[src/hw/rtl/kps_pkg.sv]
package kps_pkg;

  // Width of the tick counter; limits above its maximum saturate to it.
  localparam int TIMER_WIDTH = 16;
  localparam int LIMIT_WIDTH = 16;
  localparam int CMP_WIDTH = (TIMER_WIDTH > LIMIT_WIDTH) ? TIMER_WIDTH : LIMIT_WIDTH;
  localparam logic [TIMER_WIDTH-1:0] TIMER_MAX = {TIMER_WIDTH{1'b1}};

  localparam int SENSE_WIDTH = 5;
  localparam int CODE_WIDTH = 4;
  localparam int CFG_INDEX_WIDTH = 2;

  // Register indexes on the configuration port.
  localparam logic [CFG_INDEX_WIDTH-1:0] REG_SETTLE = 2'd0;
  localparam logic [CFG_INDEX_WIDTH-1:0] REG_HOLD = 2'd1;
  localparam logic [CFG_INDEX_WIDTH-1:0] REG_GAP = 2'd2;

  // Register reset values.
  localparam logic [LIMIT_WIDTH-1:0] SETTLE_RESET = 16'd100;
  localparam logic [LIMIT_WIDTH-1:0] HOLD_RESET = 16'd1000;
  localparam logic [LIMIT_WIDTH-1:0] GAP_RESET = 16'd200;

  // Keys per row: row 1 codes follow on from row 0.
  localparam logic [CODE_WIDTH-1:0] KEYS_PER_ROW = 4'd5;

  typedef enum logic [1:0] {
    PH_SETTLE = 2'd0,
    PH_HOLD = 2'd1,
    PH_GAP = 2'd2
  } scan_phase_t;

  typedef struct packed {
    logic [LIMIT_WIDTH-1:0] settle_ticks;
    logic [LIMIT_WIDTH-1:0] hold_ticks;
    logic [LIMIT_WIDTH-1:0] gap_ticks;
  } kps_cfg_t;

  typedef struct packed {
    logic                  row0_drive;
    logic                  row1_drive;
    logic                  key_valid;
    logic [CODE_WIDTH-1:0] key_code;
  } kps_result_t;

  // Saturate a register limit to the counter's range.
  function automatic logic [TIMER_WIDTH-1:0] clamp_limit(input logic [LIMIT_WIDTH-1:0] lim);
    logic [CMP_WIDTH-1:0] lim_ext;
    logic [CMP_WIDTH-1:0] max_ext;
    lim_ext = CMP_WIDTH'(lim);
    max_ext = CMP_WIDTH'(TIMER_MAX);
    if (lim_ext > max_ext) begin
      clamp_limit = TIMER_MAX;
    end else begin
      clamp_limit = lim_ext[TIMER_WIDTH-1:0];
    end
  endfunction

endpackage

[src/hw/rtl/kps_cfg.sv]
module kps_cfg (
  input  logic                                 clk,
  input  logic                                 rst_n,
  input  logic                                 cfg_valid,
  output logic                                 cfg_ready,
  input  logic [kps_pkg::CFG_INDEX_WIDTH-1:0]  cfg_index,
  input  logic [kps_pkg::LIMIT_WIDTH-1:0]      cfg_data,
  output kps_pkg::kps_cfg_t                    cfg
);
  import kps_pkg::*;

  kps_cfg_t cfg_r;

  // The register file takes a write in every cycle.
  assign cfg_ready = 1'b1;
  assign cfg = cfg_r;

  // Register writes; an unknown index is ignored.
  always_ff @(posedge clk) begin
    if (!rst_n) begin
      cfg_r.settle_ticks <= SETTLE_RESET;
      cfg_r.hold_ticks <= HOLD_RESET;
      cfg_r.gap_ticks <= GAP_RESET;
    end else if (cfg_valid) begin
      case (cfg_index)
        REG_SETTLE: cfg_r.settle_ticks <= cfg_data;
        REG_HOLD:   cfg_r.hold_ticks <= cfg_data;
        REG_GAP:    cfg_r.gap_ticks <= cfg_data;
        default:    ;
      endcase
    end
  end

endmodule

[src/hw/rtl/kps_scan.sv]
module kps_scan (
  input  logic                             clk,
  input  logic                             rst_n,
  input  logic                             step,
  input  logic [kps_pkg::SENSE_WIDTH-1:0]  sense_lines,
  input  kps_pkg::kps_cfg_t                cfg,
  output kps_pkg::kps_result_t             result
);
  import kps_pkg::*;

  scan_phase_t            phase_r, phase_nxt;
  logic                   row_r, row_nxt;
  logic [TIMER_WIDTH-1:0] tick_r, tick_nxt;
  logic [1:0]             drive_r, drive_nxt;

  logic [TIMER_WIDTH-1:0] count;
  logic [TIMER_WIDTH-1:0] settle_lim;
  logic [TIMER_WIDTH-1:0] hold_lim;
  logic [TIMER_WIDTH-1:0] gap_lim;
  logic [CODE_WIDTH-1:0]  col;
  logic                   found;

  // Saturating tick count and limits for this tick.
  assign count = (tick_r == TIMER_MAX) ? TIMER_MAX : tick_r + 1'b1;
  assign hold_lim = clamp_limit(cfg.hold_ticks);
  assign gap_lim = clamp_limit(cfg.gap_ticks);
  always_comb begin
    settle_lim = clamp_limit(cfg.settle_ticks);
    if (settle_lim == '0) begin
      settle_lim = TIMER_WIDTH'(1);
    end
  end

  // Lowest set sense line wins, numbered from one.
  always_comb begin
    col = '0;
    for (int i = SENSE_WIDTH - 1; i >= 0; i--) begin
      if (sense_lines[i]) begin
        col = CODE_WIDTH'(i + 1);
      end
    end
  end
  assign found = (col != '0);

  // Next state. An empty hold or gap falls through to the following phase.
  always_comb begin
    phase_nxt = phase_r;
    row_nxt = row_r;
    tick_nxt = tick_r;
    drive_nxt = drive_r;
    unique case (phase_r)
      PH_SETTLE: begin
        if (count >= settle_lim || count == TIMER_MAX) begin
          row_nxt = ~row_r;
          tick_nxt = '0;
          if (found) begin
            drive_nxt = 2'b00;
          end
          if (found && hold_lim != '0) begin
            phase_nxt = PH_HOLD;
          end else if (gap_lim != '0) begin
            phase_nxt = PH_GAP;
          end else begin
            phase_nxt = PH_SETTLE;
            drive_nxt = row_r ? 2'b01 : 2'b10;
          end
        end else begin
          tick_nxt = count;
        end
      end
      PH_HOLD: begin
        if (count >= hold_lim || count == TIMER_MAX) begin
          tick_nxt = '0;
          if (gap_lim != '0) begin
            phase_nxt = PH_GAP;
          end else begin
            phase_nxt = PH_SETTLE;
            drive_nxt = row_r ? 2'b10 : 2'b01;
          end
        end else begin
          tick_nxt = count;
        end
      end
      PH_GAP: begin
        if (count >= gap_lim || count == TIMER_MAX) begin
          tick_nxt = '0;
          phase_nxt = PH_SETTLE;
          drive_nxt = row_r ? 2'b10 : 2'b01;
        end else begin
          tick_nxt = count;
        end
      end
      default: begin
        // An unused phase code starts the next settle.
        tick_nxt = '0;
        phase_nxt = PH_SETTLE;
        drive_nxt = row_r ? 2'b10 : 2'b01;
      end
    endcase
  end

  // Result of this tick: drive levels after the step and any key found.
  always_comb begin
    result.row0_drive = drive_nxt[0];
    result.row1_drive = drive_nxt[1];
    result.key_valid = 1'b0;
    result.key_code = '0;
    if (phase_r == PH_SETTLE && (count >= settle_lim || count == TIMER_MAX) && found) begin
      result.key_valid = 1'b1;
      result.key_code = row_r ? col + KEYS_PER_ROW : col;
    end
  end

  // Scan state advances on each accepted tick.
  always_ff @(posedge clk) begin
    if (!rst_n) begin
      phase_r <= PH_SETTLE;
      row_r <= 1'b0;
      tick_r <= '0;
      drive_r <= 2'b01;
    end else if (step) begin
      phase_r <= phase_nxt;
      row_r <= row_nxt;
      tick_r <= tick_nxt;
      drive_r <= drive_nxt;
    end
  end

endmodule

[src/hw/rtl/kps_out.sv]
module kps_out (
  input  logic                  clk,
  input  logic                  rst_n,
  input  logic                  in_valid,
  output logic                  in_stall,
  input  kps_pkg::kps_result_t  in_result,
  output logic                  out_valid,
  input  logic                  out_stall,
  output kps_pkg::kps_result_t  out_result
);
  import kps_pkg::*;

  logic        out_valid_r, out_valid_nxt;
  logic        skid_valid_r, skid_valid_nxt;
  kps_result_t out_data_r;
  kps_result_t skid_data_r;
  logic        accept;
  logic        out_free;

  // New ticks are refused only while the skid stage is occupied.
  assign in_stall = skid_valid_r;
  assign accept = in_valid && !skid_valid_r;
  assign out_free = !out_valid_r || !out_stall;

  assign out_valid = out_valid_r;
  assign out_result = out_data_r;

  // Occupancy of the output and skid stages.
  always_comb begin
    out_valid_nxt = out_valid_r;
    skid_valid_nxt = skid_valid_r;
    if (out_free) begin
      out_valid_nxt = skid_valid_r || accept;
      skid_valid_nxt = 1'b0;
    end else if (accept) begin
      skid_valid_nxt = 1'b1;
    end
  end

  always_ff @(posedge clk) begin
    if (!rst_n) begin
      out_valid_r <= 1'b0;
      skid_valid_r <= 1'b0;
    end else begin
      out_valid_r <= out_valid_nxt;
      skid_valid_r <= skid_valid_nxt;
    end
  end

  // Payload moves with the transfer; the skid stage drains first.
  always_ff @(posedge clk) begin
    if (out_free) begin
      if (skid_valid_r) begin
        out_data_r <= skid_data_r;
      end else if (accept) begin
        out_data_r <= in_result;
      end
    end else if (accept) begin
      skid_data_r <= in_result;
    end
  end

endmodule

[src/hw/rtl/two_row_keypad_scanner.sv]
// Two-row keypad scanner. Each input transfer is one timer tick with the sampled
// sense lines, and each tick yields exactly one result: the row drive levels in
// force after the tick, plus a key report (codes 1 to 5 for row 0, 6 to 10 for
// row 1) on the tick a settle ends with a sense line set. One tick is taken per
// clock while in_stall is low; each result is registered, and a two-entry output
// stage lets ticks keep flowing while a result waits to be taken. Registers
// settle_ticks, hold_ticks and gap_ticks (indexes 0 to 2) should be written
// while no ticks are in flight; they take effect from the next tick.
module two_row_keypad_scanner (
  input  logic                                 clk,
  input  logic                                 rst_n,
  input  logic                                 in_valid,
  output logic                                 in_stall,
  input  logic [kps_pkg::SENSE_WIDTH-1:0]      in_sense_lines,
  output logic                                 out_valid,
  input  logic                                 out_stall,
  output logic                                 out_row0_drive,
  output logic                                 out_row1_drive,
  output logic                                 out_key_valid,
  output logic [kps_pkg::CODE_WIDTH-1:0]       out_key_code,
  input  logic                                 cfg_valid,
  output logic                                 cfg_ready,
  input  logic [kps_pkg::CFG_INDEX_WIDTH-1:0]  cfg_index,
  input  logic [kps_pkg::LIMIT_WIDTH-1:0]      cfg_data
);
  import kps_pkg::*;

  kps_cfg_t    cfg;
  kps_result_t step_result;
  kps_result_t out_result;
  logic        step;

  assign step = in_valid && !in_stall;

  kps_cfg u_cfg (
    .clk       (clk),
    .rst_n     (rst_n),
    .cfg_valid (cfg_valid),
    .cfg_ready (cfg_ready),
    .cfg_index (cfg_index),
    .cfg_data  (cfg_data),
    .cfg       (cfg)
  );

  kps_scan u_scan (
    .clk         (clk),
    .rst_n       (rst_n),
    .step        (step),
    .sense_lines (in_sense_lines),
    .cfg         (cfg),
    .result      (step_result)
  );

  kps_out u_out (
    .clk        (clk),
    .rst_n      (rst_n),
    .in_valid   (in_valid),
    .in_stall   (in_stall),
    .in_result  (step_result),
    .out_valid  (out_valid),
    .out_stall  (out_stall),
    .out_result (out_result)
  );

  assign out_row0_drive = out_result.row0_drive;
  assign out_row1_drive = out_result.row1_drive;
  assign out_key_valid = out_result.key_valid;
  assign out_key_code = out_result.key_code;

endmodule

[config.mk]
export PLATFORM = sky130hd
export DESIGN_NAME = two_row_keypad_scanner
export DESIGN_NICKNAME = d
export VERILOG_FILES = /design/src/hw/rtl/kps_pkg.sv /design/src/hw/rtl/kps_cfg.sv /design/src/hw/rtl/kps_scan.sv /design/src/hw/rtl/kps_out.sv /design/src/hw/rtl/two_row_keypad_scanner.sv
export SDC_FILE = /design/constraint.sdc
export NUM_CORES = 1
export LEC_CHECK = 0
export BUFFER_PORTS_ARGS = -buffer_cell sky130_fd_sc_hd__buf_2
export CORE_MARGIN = 8
export CORE_UTILIZATION = 30
export DETAILED_ROUTE_END_ITERATION = 16
export HOLD_SLACK_MARGIN = 0.08
export PLACE_DENSITY = 0.53
export SETUP_SLACK_MARGIN = 0.4
export SYNTH_ARGS = -nofsm -noshare
export SYNTH_HDL_FRONTEND = slang
export SYNTH_SLANG_ARGS = --single-unit
[constraint.sdc]
create_clock -name clk -period 9.6 [get_ports clk]
set_clock_uncertainty 0.2 [all_clocks]
set_input_delay 1.44 -clock clk [delete_from_list [all_inputs] [get_ports clk]]
set_output_delay 1.44 -clock clk [all_outputs]
set_load 0.1 [all_outputs]
==> run_results.csv, run 1 <==
group,metric,value,unit
finish,mostFrequentLayoutCell,"nand2_1",
detailed_routing,routed_wl,14.2,mm
detailed_routing,dr.pass1.iters,5,
floorplanning,boundaryPins,38,
min_path,worstHoldEndpoint,"u_cfg.cfg[41]",
cts,cts_hold_buf,0,
setup_path,worstPathCellList,"ha_1, and4_1, nand4_1, nand2_1, ha_1, a211oi_1, o21ai_0, or4_1, a31o_1, or3_1, o211a_2, nor3_4, a22o_1",
min_path,hp-start,"u_cfg.cfg[41]",
outcome,status,"finished clean",
global_route,grt_overflow_total,0,
power,powerDensity,140,nW/um^2
finish,drive_gt1_share,10.2,%
logic_synthesis,synth.avg_cell_area,8.19,sq um
sta,drv_slew,0,
detailed_routing,drt_iter0_markers,352,
detailed_routing,ant_nets,0,
floorplanning,fp.dieH,145,um
detailed_routing,route.detailed.drc,0,
place,placed_cell_area,5370,sq um
setup_path,start_kind,"register",
global_route,grt_pass1_vias,4324,
cts,clock_path_buffers,2,
sta,fin_crit_sh,54.9,%
finish,fin_nets,704,
setup_path,critPathKind,"reg2reg",
power,total_power,792,uW
sta,max_freq,0.190,GHz
logic_synthesis,syn_area,5030,sq um
detailed_routing,wl_per_cell,16.6,um
logic_synthesis,synth_edf_count,14,
finish,area_growth,12.3,%
logic_synthesis,ys_seq_elements,85,
logic_synthesis,syn_nets,684,
sta,hold_violations,0,
sta,fin_crit,5.27,ns
place,place_hpwl,11.0,mm
floorplanning,num_rows,47,
cts,cts_buffers,9,
finish,utilization,34.3,%
logic_synthesis,yosysSeqAreaShare,36.6,%
cts,cts-resized-gates,0,
finish,layout_common_cells,"nand2_1 (117), dfxtp_1 (71), a21oi_1 (62)",
cts,clock_latency,0.35,ns
place,gp_congestion,0.970,
detailed_routing,viasPerCell,5.19,
logic_synthesis,yosysWarningCount,0,
cts,htreeDepth,3,
logic_synthesis,synth_cells,614,
min_path,holdPathStages,2,
setup_path,r2r-start,"u_scan.tick_r[0]",
power,ir_drop,0.0750,mV
setup_path,endpoint_kind,"register",
sta,finalSetupViolCount,0,
cts,path_clk_slew,0.07,ns
setup_path,path_max_fanout,16,
setup_path,reg2regPathDepth,13,
detailed_routing,vias,4458,
min_path,hp-class,"reg2reg",
cts,cts.sinks,85,
cts,clockRootBuffer,"clkbuf_16",
cts,cts_tree,"built",
finish,design_area,5650,sq um
global_route,grt_start_max_net_pins,42,
global_route,antenna_found_initial,0,
place,io_buffers,36,
logic_synthesis,synthFlopType,"dfxtp_1",
floorplanning,die-area,21200,sq um
setup_path,cpPeakStageDelay,0.59,ns
logic_synthesis,synth_cell_types,69,
setup_path,cp_slowest_cell,"nand4_1",
global_route,grt_pass1_wl,23.3,mm
sta,rsz0062_at_grt,"no",
job,maxCapViolations,0,
sta,setup_tns,0,ns
setup_path,arrival,5.36,ns
global_route,grt_use_total,13.7,%
setup_path,critPathMostFrequentCell,"ha_1",
power,p_leak,0.00226,uW
setup_path,crit_required,9.69,ns
finish,diodes,0,
cts,post_cts_buffers,0,
setup_path,rrSetupSlack,4.33,ns
setup_path,worstReg2RegEnd,"u_scan.tick_r[9]",
logic_synthesis,synthArstFlopShare,0,%
floorplanning,core_area,16500,sq um
floorplanning,die_x,145,um
sta,tightest_slew,1.17,ns
floorplanning,initial_core_util,30.5,%
sta,max-slew-margin-rel,21.8,%
[critical path, delay by kind of cell, from the launching register on]
kind / cells / cell delay [ns]
simple gates: 6 / 2.83
compound gates: 5 / 1.10
fa+ha+maj: 2 / 0.57
flops: 1 / 0.48
[registers in the layout, summed over array words and instances (netlist names)]
signal             count
u_cfg.cfg             48
u_scan.tick_r         16
u_out.in_stall         1
u_out.out_result       7
u_scan.phase_r         2
u_out.skid_data_r      7
u_scan.drive_r         2
u_scan.row_r           1
u_out.out_valid        1
[synth_stat cells (2+ instances only)]
| library cell | n | area (sq um) |
|---|---|---|
| nand2_1 | 117 | 439 |
| and3b_1 | 2 | 17.5 |
| nand3b_1 | 2 | 15.0 |
| mux2i_1 | 3 | 30.0 |
| o41ai_1 | 2 | 17.5 |
| and3_1 | 6 | 37.5 |
| a21o_1 | 6 | 45.0 |
| dfxtp_1 | 71 | 1420 |
| clkbuf_1 | 21 | 78.8 |
| ha_1 | 42 | 526 |
| nor2_1 | 29 | 109 |
| or2_2 | 2 | 12.5 |
| xor2_1 | 3 | 26.3 |
| nand3_1 | 13 | 65.1 |
| buf_2 | 3 | 15.0 |
| a22o_1 | 17 | 149 |
| a211o_1 | 3 | 26.3 |
| mux2_2 | 3 | 33.8 |
| nand2b_1 | 6 | 37.5 |
| a31oi_1 | 8 | 50.1 |
| edfxtp_1 | 14 | 420 |
| nor4_1 | 12 | 75.1 |
| o31ai_1 | 6 | 45.0 |
| nor3b_1 | 2 | 15.0 |
| nand4_1 | 10 | 62.6 |
| nor2b_1 | 3 | 18.8 |
| a41oi_1 | 2 | 17.5 |
| buf_4 | 2 | 15.0 |
| o21ai_0 | 15 | 75.1 |
| a311oi_1 | 2 | 17.5 |
| o211ai_1 | 12 | 90.1 |
| o21a_1 | 3 | 22.5 |
| and2_1 | 4 | 25.0 |
| a21oi_1 | 62 | 310 |
| o21bai_1 | 2 | 15.0 |
| xnor2_1 | 7 | 61.3 |
| nor3_1 | 7 | 35.0 |
| and4_1 | 11 | 96.3 |
| inv_1 | 49 | 184 |
[power by group]
part | leakage [uW] | switching [uW] | total (uW) | internal (uW)
combinational | 0.00141 | 59.5 | 84.9 | 25.5
clock | 0.000134 | 148 | 326 | 177
sequential | 0.000713 | 9.19 | 381 | 372
[per-stage QoR]
stage / worst slack, ns / std cells / hold slack, ns
3_5_place_dp: 4.34 / 843 / 0.266
3_3_place_gp: 4.51 / 843 / 0.262
6_report: 4.33 / 859 / 0.277
4_1_cts: 4.31 / 859 / 0.275
2_1_floorplan: 5.32 / 614 / 0.249
5_1_grt: 3.92 / 859 / 0.285
[worst max path at each step]
stage	from	end	slack, ns
finish	u_scan.tick_r[0]	u_scan.tick_r[9]	4.33
global route	u_scan.tick_r[0]	u_scan.tick_r[10]	3.92
CTS	u_scan.tick_r[0]	u_scan.tick_r[9]	4.31
detailed placement	u_scan.tick_r[0]	u_scan.tick_r[7]	4.34
global placement	u_scan.tick_r[0]	u_scan.tick_r[4]	4.51
floorplan	u_scan.tick_r[1]	u_out.out_result[6]	5.32
[layer usage]
metal,share of wire (%),up-vias,track usage [%]
li1,-,2248,-
met1,47,2061,17.8
met2,46,128,21.8
met3,4.2,21,2.36
met4,2.5,0,6.04
met5,0,-,0
[logic make-up (layout without fill, tap and decap cells)]
group                      count (synthesis)  in the layout  share of synthesized area (%)
adders and majority gates                 43             43                           10.7
xor gates and xnor gates                  11             11                           2.07
buffers and inverters                     78            103                           6.20
AOI/OAI and AO/OA                        157            157                           20.6
DFF                                       85             85                           36.6
muxes                                      7              7                           1.57
other                                      1              1                         0.0746
and+or+nand+nor                          232            232                           22.2
[final cells by class]
| class | count | area (sq um) |
|---|---|---|
| Fill cell | 1753 | 10800 |
| Clock buffer | 10 | 229 |
| Multi-Input combinational cell | 451 | 2880 |
| Clock inverter | 6 | 45.0 |
| Timing Repair Buffer | 37 | 188 |
| Inverter | 50 | 188 |
| Sequential cell | 85 | 1840 |
| Tap cell | 220 | 275 |
Power figures use the tool's default switching activity.
==> run 2, diff against run 1 <==
- PLACE_DENSITY: 0.53 -> 0.54
- clock period: 9.6 -> 4.45 ns (I/O delays scaled with it)
==> run_results.csv, run 2 (synthesis gave the netlist of run 1 again) <==
group,metric,value,unit
job,maxCapViolations,0,
setup_path,start_kind,"register",
sta,setup_tns,0,ns
power,p_leak,0.00242,uW
setup_path,critPathKind,"reg2reg",
setup_path,crit_required,4.35,ns
sta,max-slew-margin-rel,17.9,%
cts,cts.sinks,85,
global_route,grt_pass1_wl,23.1,mm
detailed_routing,wl_per_cell,16.4,um
finish,drive_gt1_share,21.3,%
setup_path,worstPathCellList,"ha_4, and4_4, nand4_1, buf_2, nand2_2, ha_1, o21ai_2, o21ai_2, or4_4, a31o_1, o211a_1, a32o_1, a211o_1, mux2_2",
detailed_routing,drt_iter0_markers,322,
detailed_routing,vias,4661,
finish,fin_nets,731,
global_route,grt_use_total,13.4,%
cts,clock_path_buffers,2,
setup_path,cp_slowest_cell,"or4_4",
place,gp_congestion,0.869,
place,place_hpwl,10.9,mm
sta,tightest_slew,1.23,ns
power,ir_drop,0.222,mV
floorplanning,boundaryPins,38,
sta,drv_slew,0,
power,powerDensity,284,nW/um^2
floorplanning,core_area,16500,sq um
outcome,status,"finished clean",
sta,hold_violations,0,
power,p_int,1260,uW
setup_path,critPathMostFrequentCell,"o21ai_2",
power,sequentialPowerShare,47.3,%
sta,rsz0062_at_grt,"yes",
floorplanning,die_x,145,um
min_path,holdPathStages,2,
setup_path,endpoint_kind,"register",
sta,fin_crit,3.98,ns
finish,design_area,6090,sq um
floorplanning,initial_core_util,30.5,%
min_path,hp-class,"reg2reg",
floorplanning,fp.dieH,145,um
power,power.switching,474,uW
detailed_routing,viasPerCell,5.26,
sta,fin_crit_sh,89.4,%
global_route,grt_overflow_total,0,
finish,area_growth,21.2,%
power,p_clk_share,41.7,%
detailed_routing,dr.pass1.iters,5,
finish,layout_common_cells,"nand2_1 (113), a21oi_1 (58), dfxtp_1 (57)",
global_route,antenna_found_initial,0,
place,io_buffers,36,
floorplanning,num_rows,47,
cts,clock_latency,0.35,ns
cts,clockRootBuffer,"clkbuf_16",
finish,mostFrequentLayoutCell,"nand2_1",
sta,finalSetupViolCount,0,
power,p_sw_share,27.4,%
global_route,grt_start_max_net_pins,42,
cts,htreeDepth,3,
floorplanning,die-area,21200,sq um
cts,cts_buffers,9,
power,combPwrFrac,11.0,%
detailed_routing,routed_wl,14.5,mm
setup_path,reg2regPathDepth,14,
global_route,grt_pass1_vias,4386,
setup_path,arrival,3.88,ns
sta,max_freq,0.251,GHz
cts,cts_hold_buf,0,
setup_path,rrSetupSlack,0.47,ns
detailed_routing,ant_nets,0,
cts,cts_tree,"built",
setup_path,path_max_fanout,6,
place,placed_cell_area,5480,sq um
detailed_routing,route.detailed.drc,0,
power,total_power,1730,uW
cts,path_clk_slew,0.07,ns
finish,diodes,0,
finish,fillCellCount,1720,
setup_path,cpPeakStageDelay,0.54,ns
finish,largest_reg_flops,48,
## run 2: layer usage
layer	vias up	track usage [%]	wire, um
met1	2247	17.4	6830
met4	0	5.15	203
met3	12	1.71	432
li1	2296	-	-
met2	106	22.3	7050
met5	-	0	0
## run 2: final cells by class
| type | instances | area [sq um] | share of cell area, % |
|---|---|---|---|
| multi-input cells | 451 | 3070 | 50.4 |
| flip-flops and latches | 85 | 1870 | 30.8 |
| repair buffers | 64 | 399 | 6.55 |
| well taps | 220 | 275 | 4.52 |
| clock buffers | 10 | 239 | 3.92 |
| inverters | 50 | 188 | 3.08 |
| clock inverters | 6 | 45.0 | 0.739 |
## run 2: final timing paths
path                         start                  end
setup / recovery  u_scan.tick_r[0]  u_out.out_result[6]
hold / removal       u_cfg.cfg[40]        u_cfg.cfg[40]
setup reg to reg  u_scan.tick_r[0]  u_out.out_result[6]
hold reg to reg      u_cfg.cfg[40]        u_cfg.cfg[40]
## run 2: stage by stage
stage               cells  util [%]  setup slack (ns)  hold slack, ns
floorplan             614         -             0.402           0.249
global placement      851      33.3             0.195           0.267
detailed placement    851      33.3             0.144           0.262
CTS                   873      35.7             0.402           0.271
global route          886      37.0             0.359           0.290
finish                886      37.0             0.471           0.272
## run 2: power by group through the flow
stage	Sequential [uW]	Clock (uW)	Combinational, uW
final	820	723	190
after global routing	822	775	211
after CTS	822	743	187
after detailed placement	841	0	183
after global placement	840	0	179
after floorplan	860	0	106
## run 2: repair_timing
item / 4_1_cts / 5_1_grt
buffers inserted: 6 / 12
gates resized for setup: 24 / 34
gates cloned: 0 / 1
hold endpoints to repair: 0 / 0
endpoints found under the setup margin: 21 / 20
pin swaps: 3 / 22
## run 2: worst max-delay path, delay by kind of cell, from the launching register on
| kind | cells | cell delay, ns |
|---|---|---|
| and+or+nand+nor | 4 | 1.04 |
| AOI/OAI and AO/OA | 6 | 1.20 |
| muxes | 1 | 0.27 |
| DFF | 1 | 0.37 |
| adders and majority gates | 2 | 0.40 |
| buffers and inverters | 1 | 0.21 |
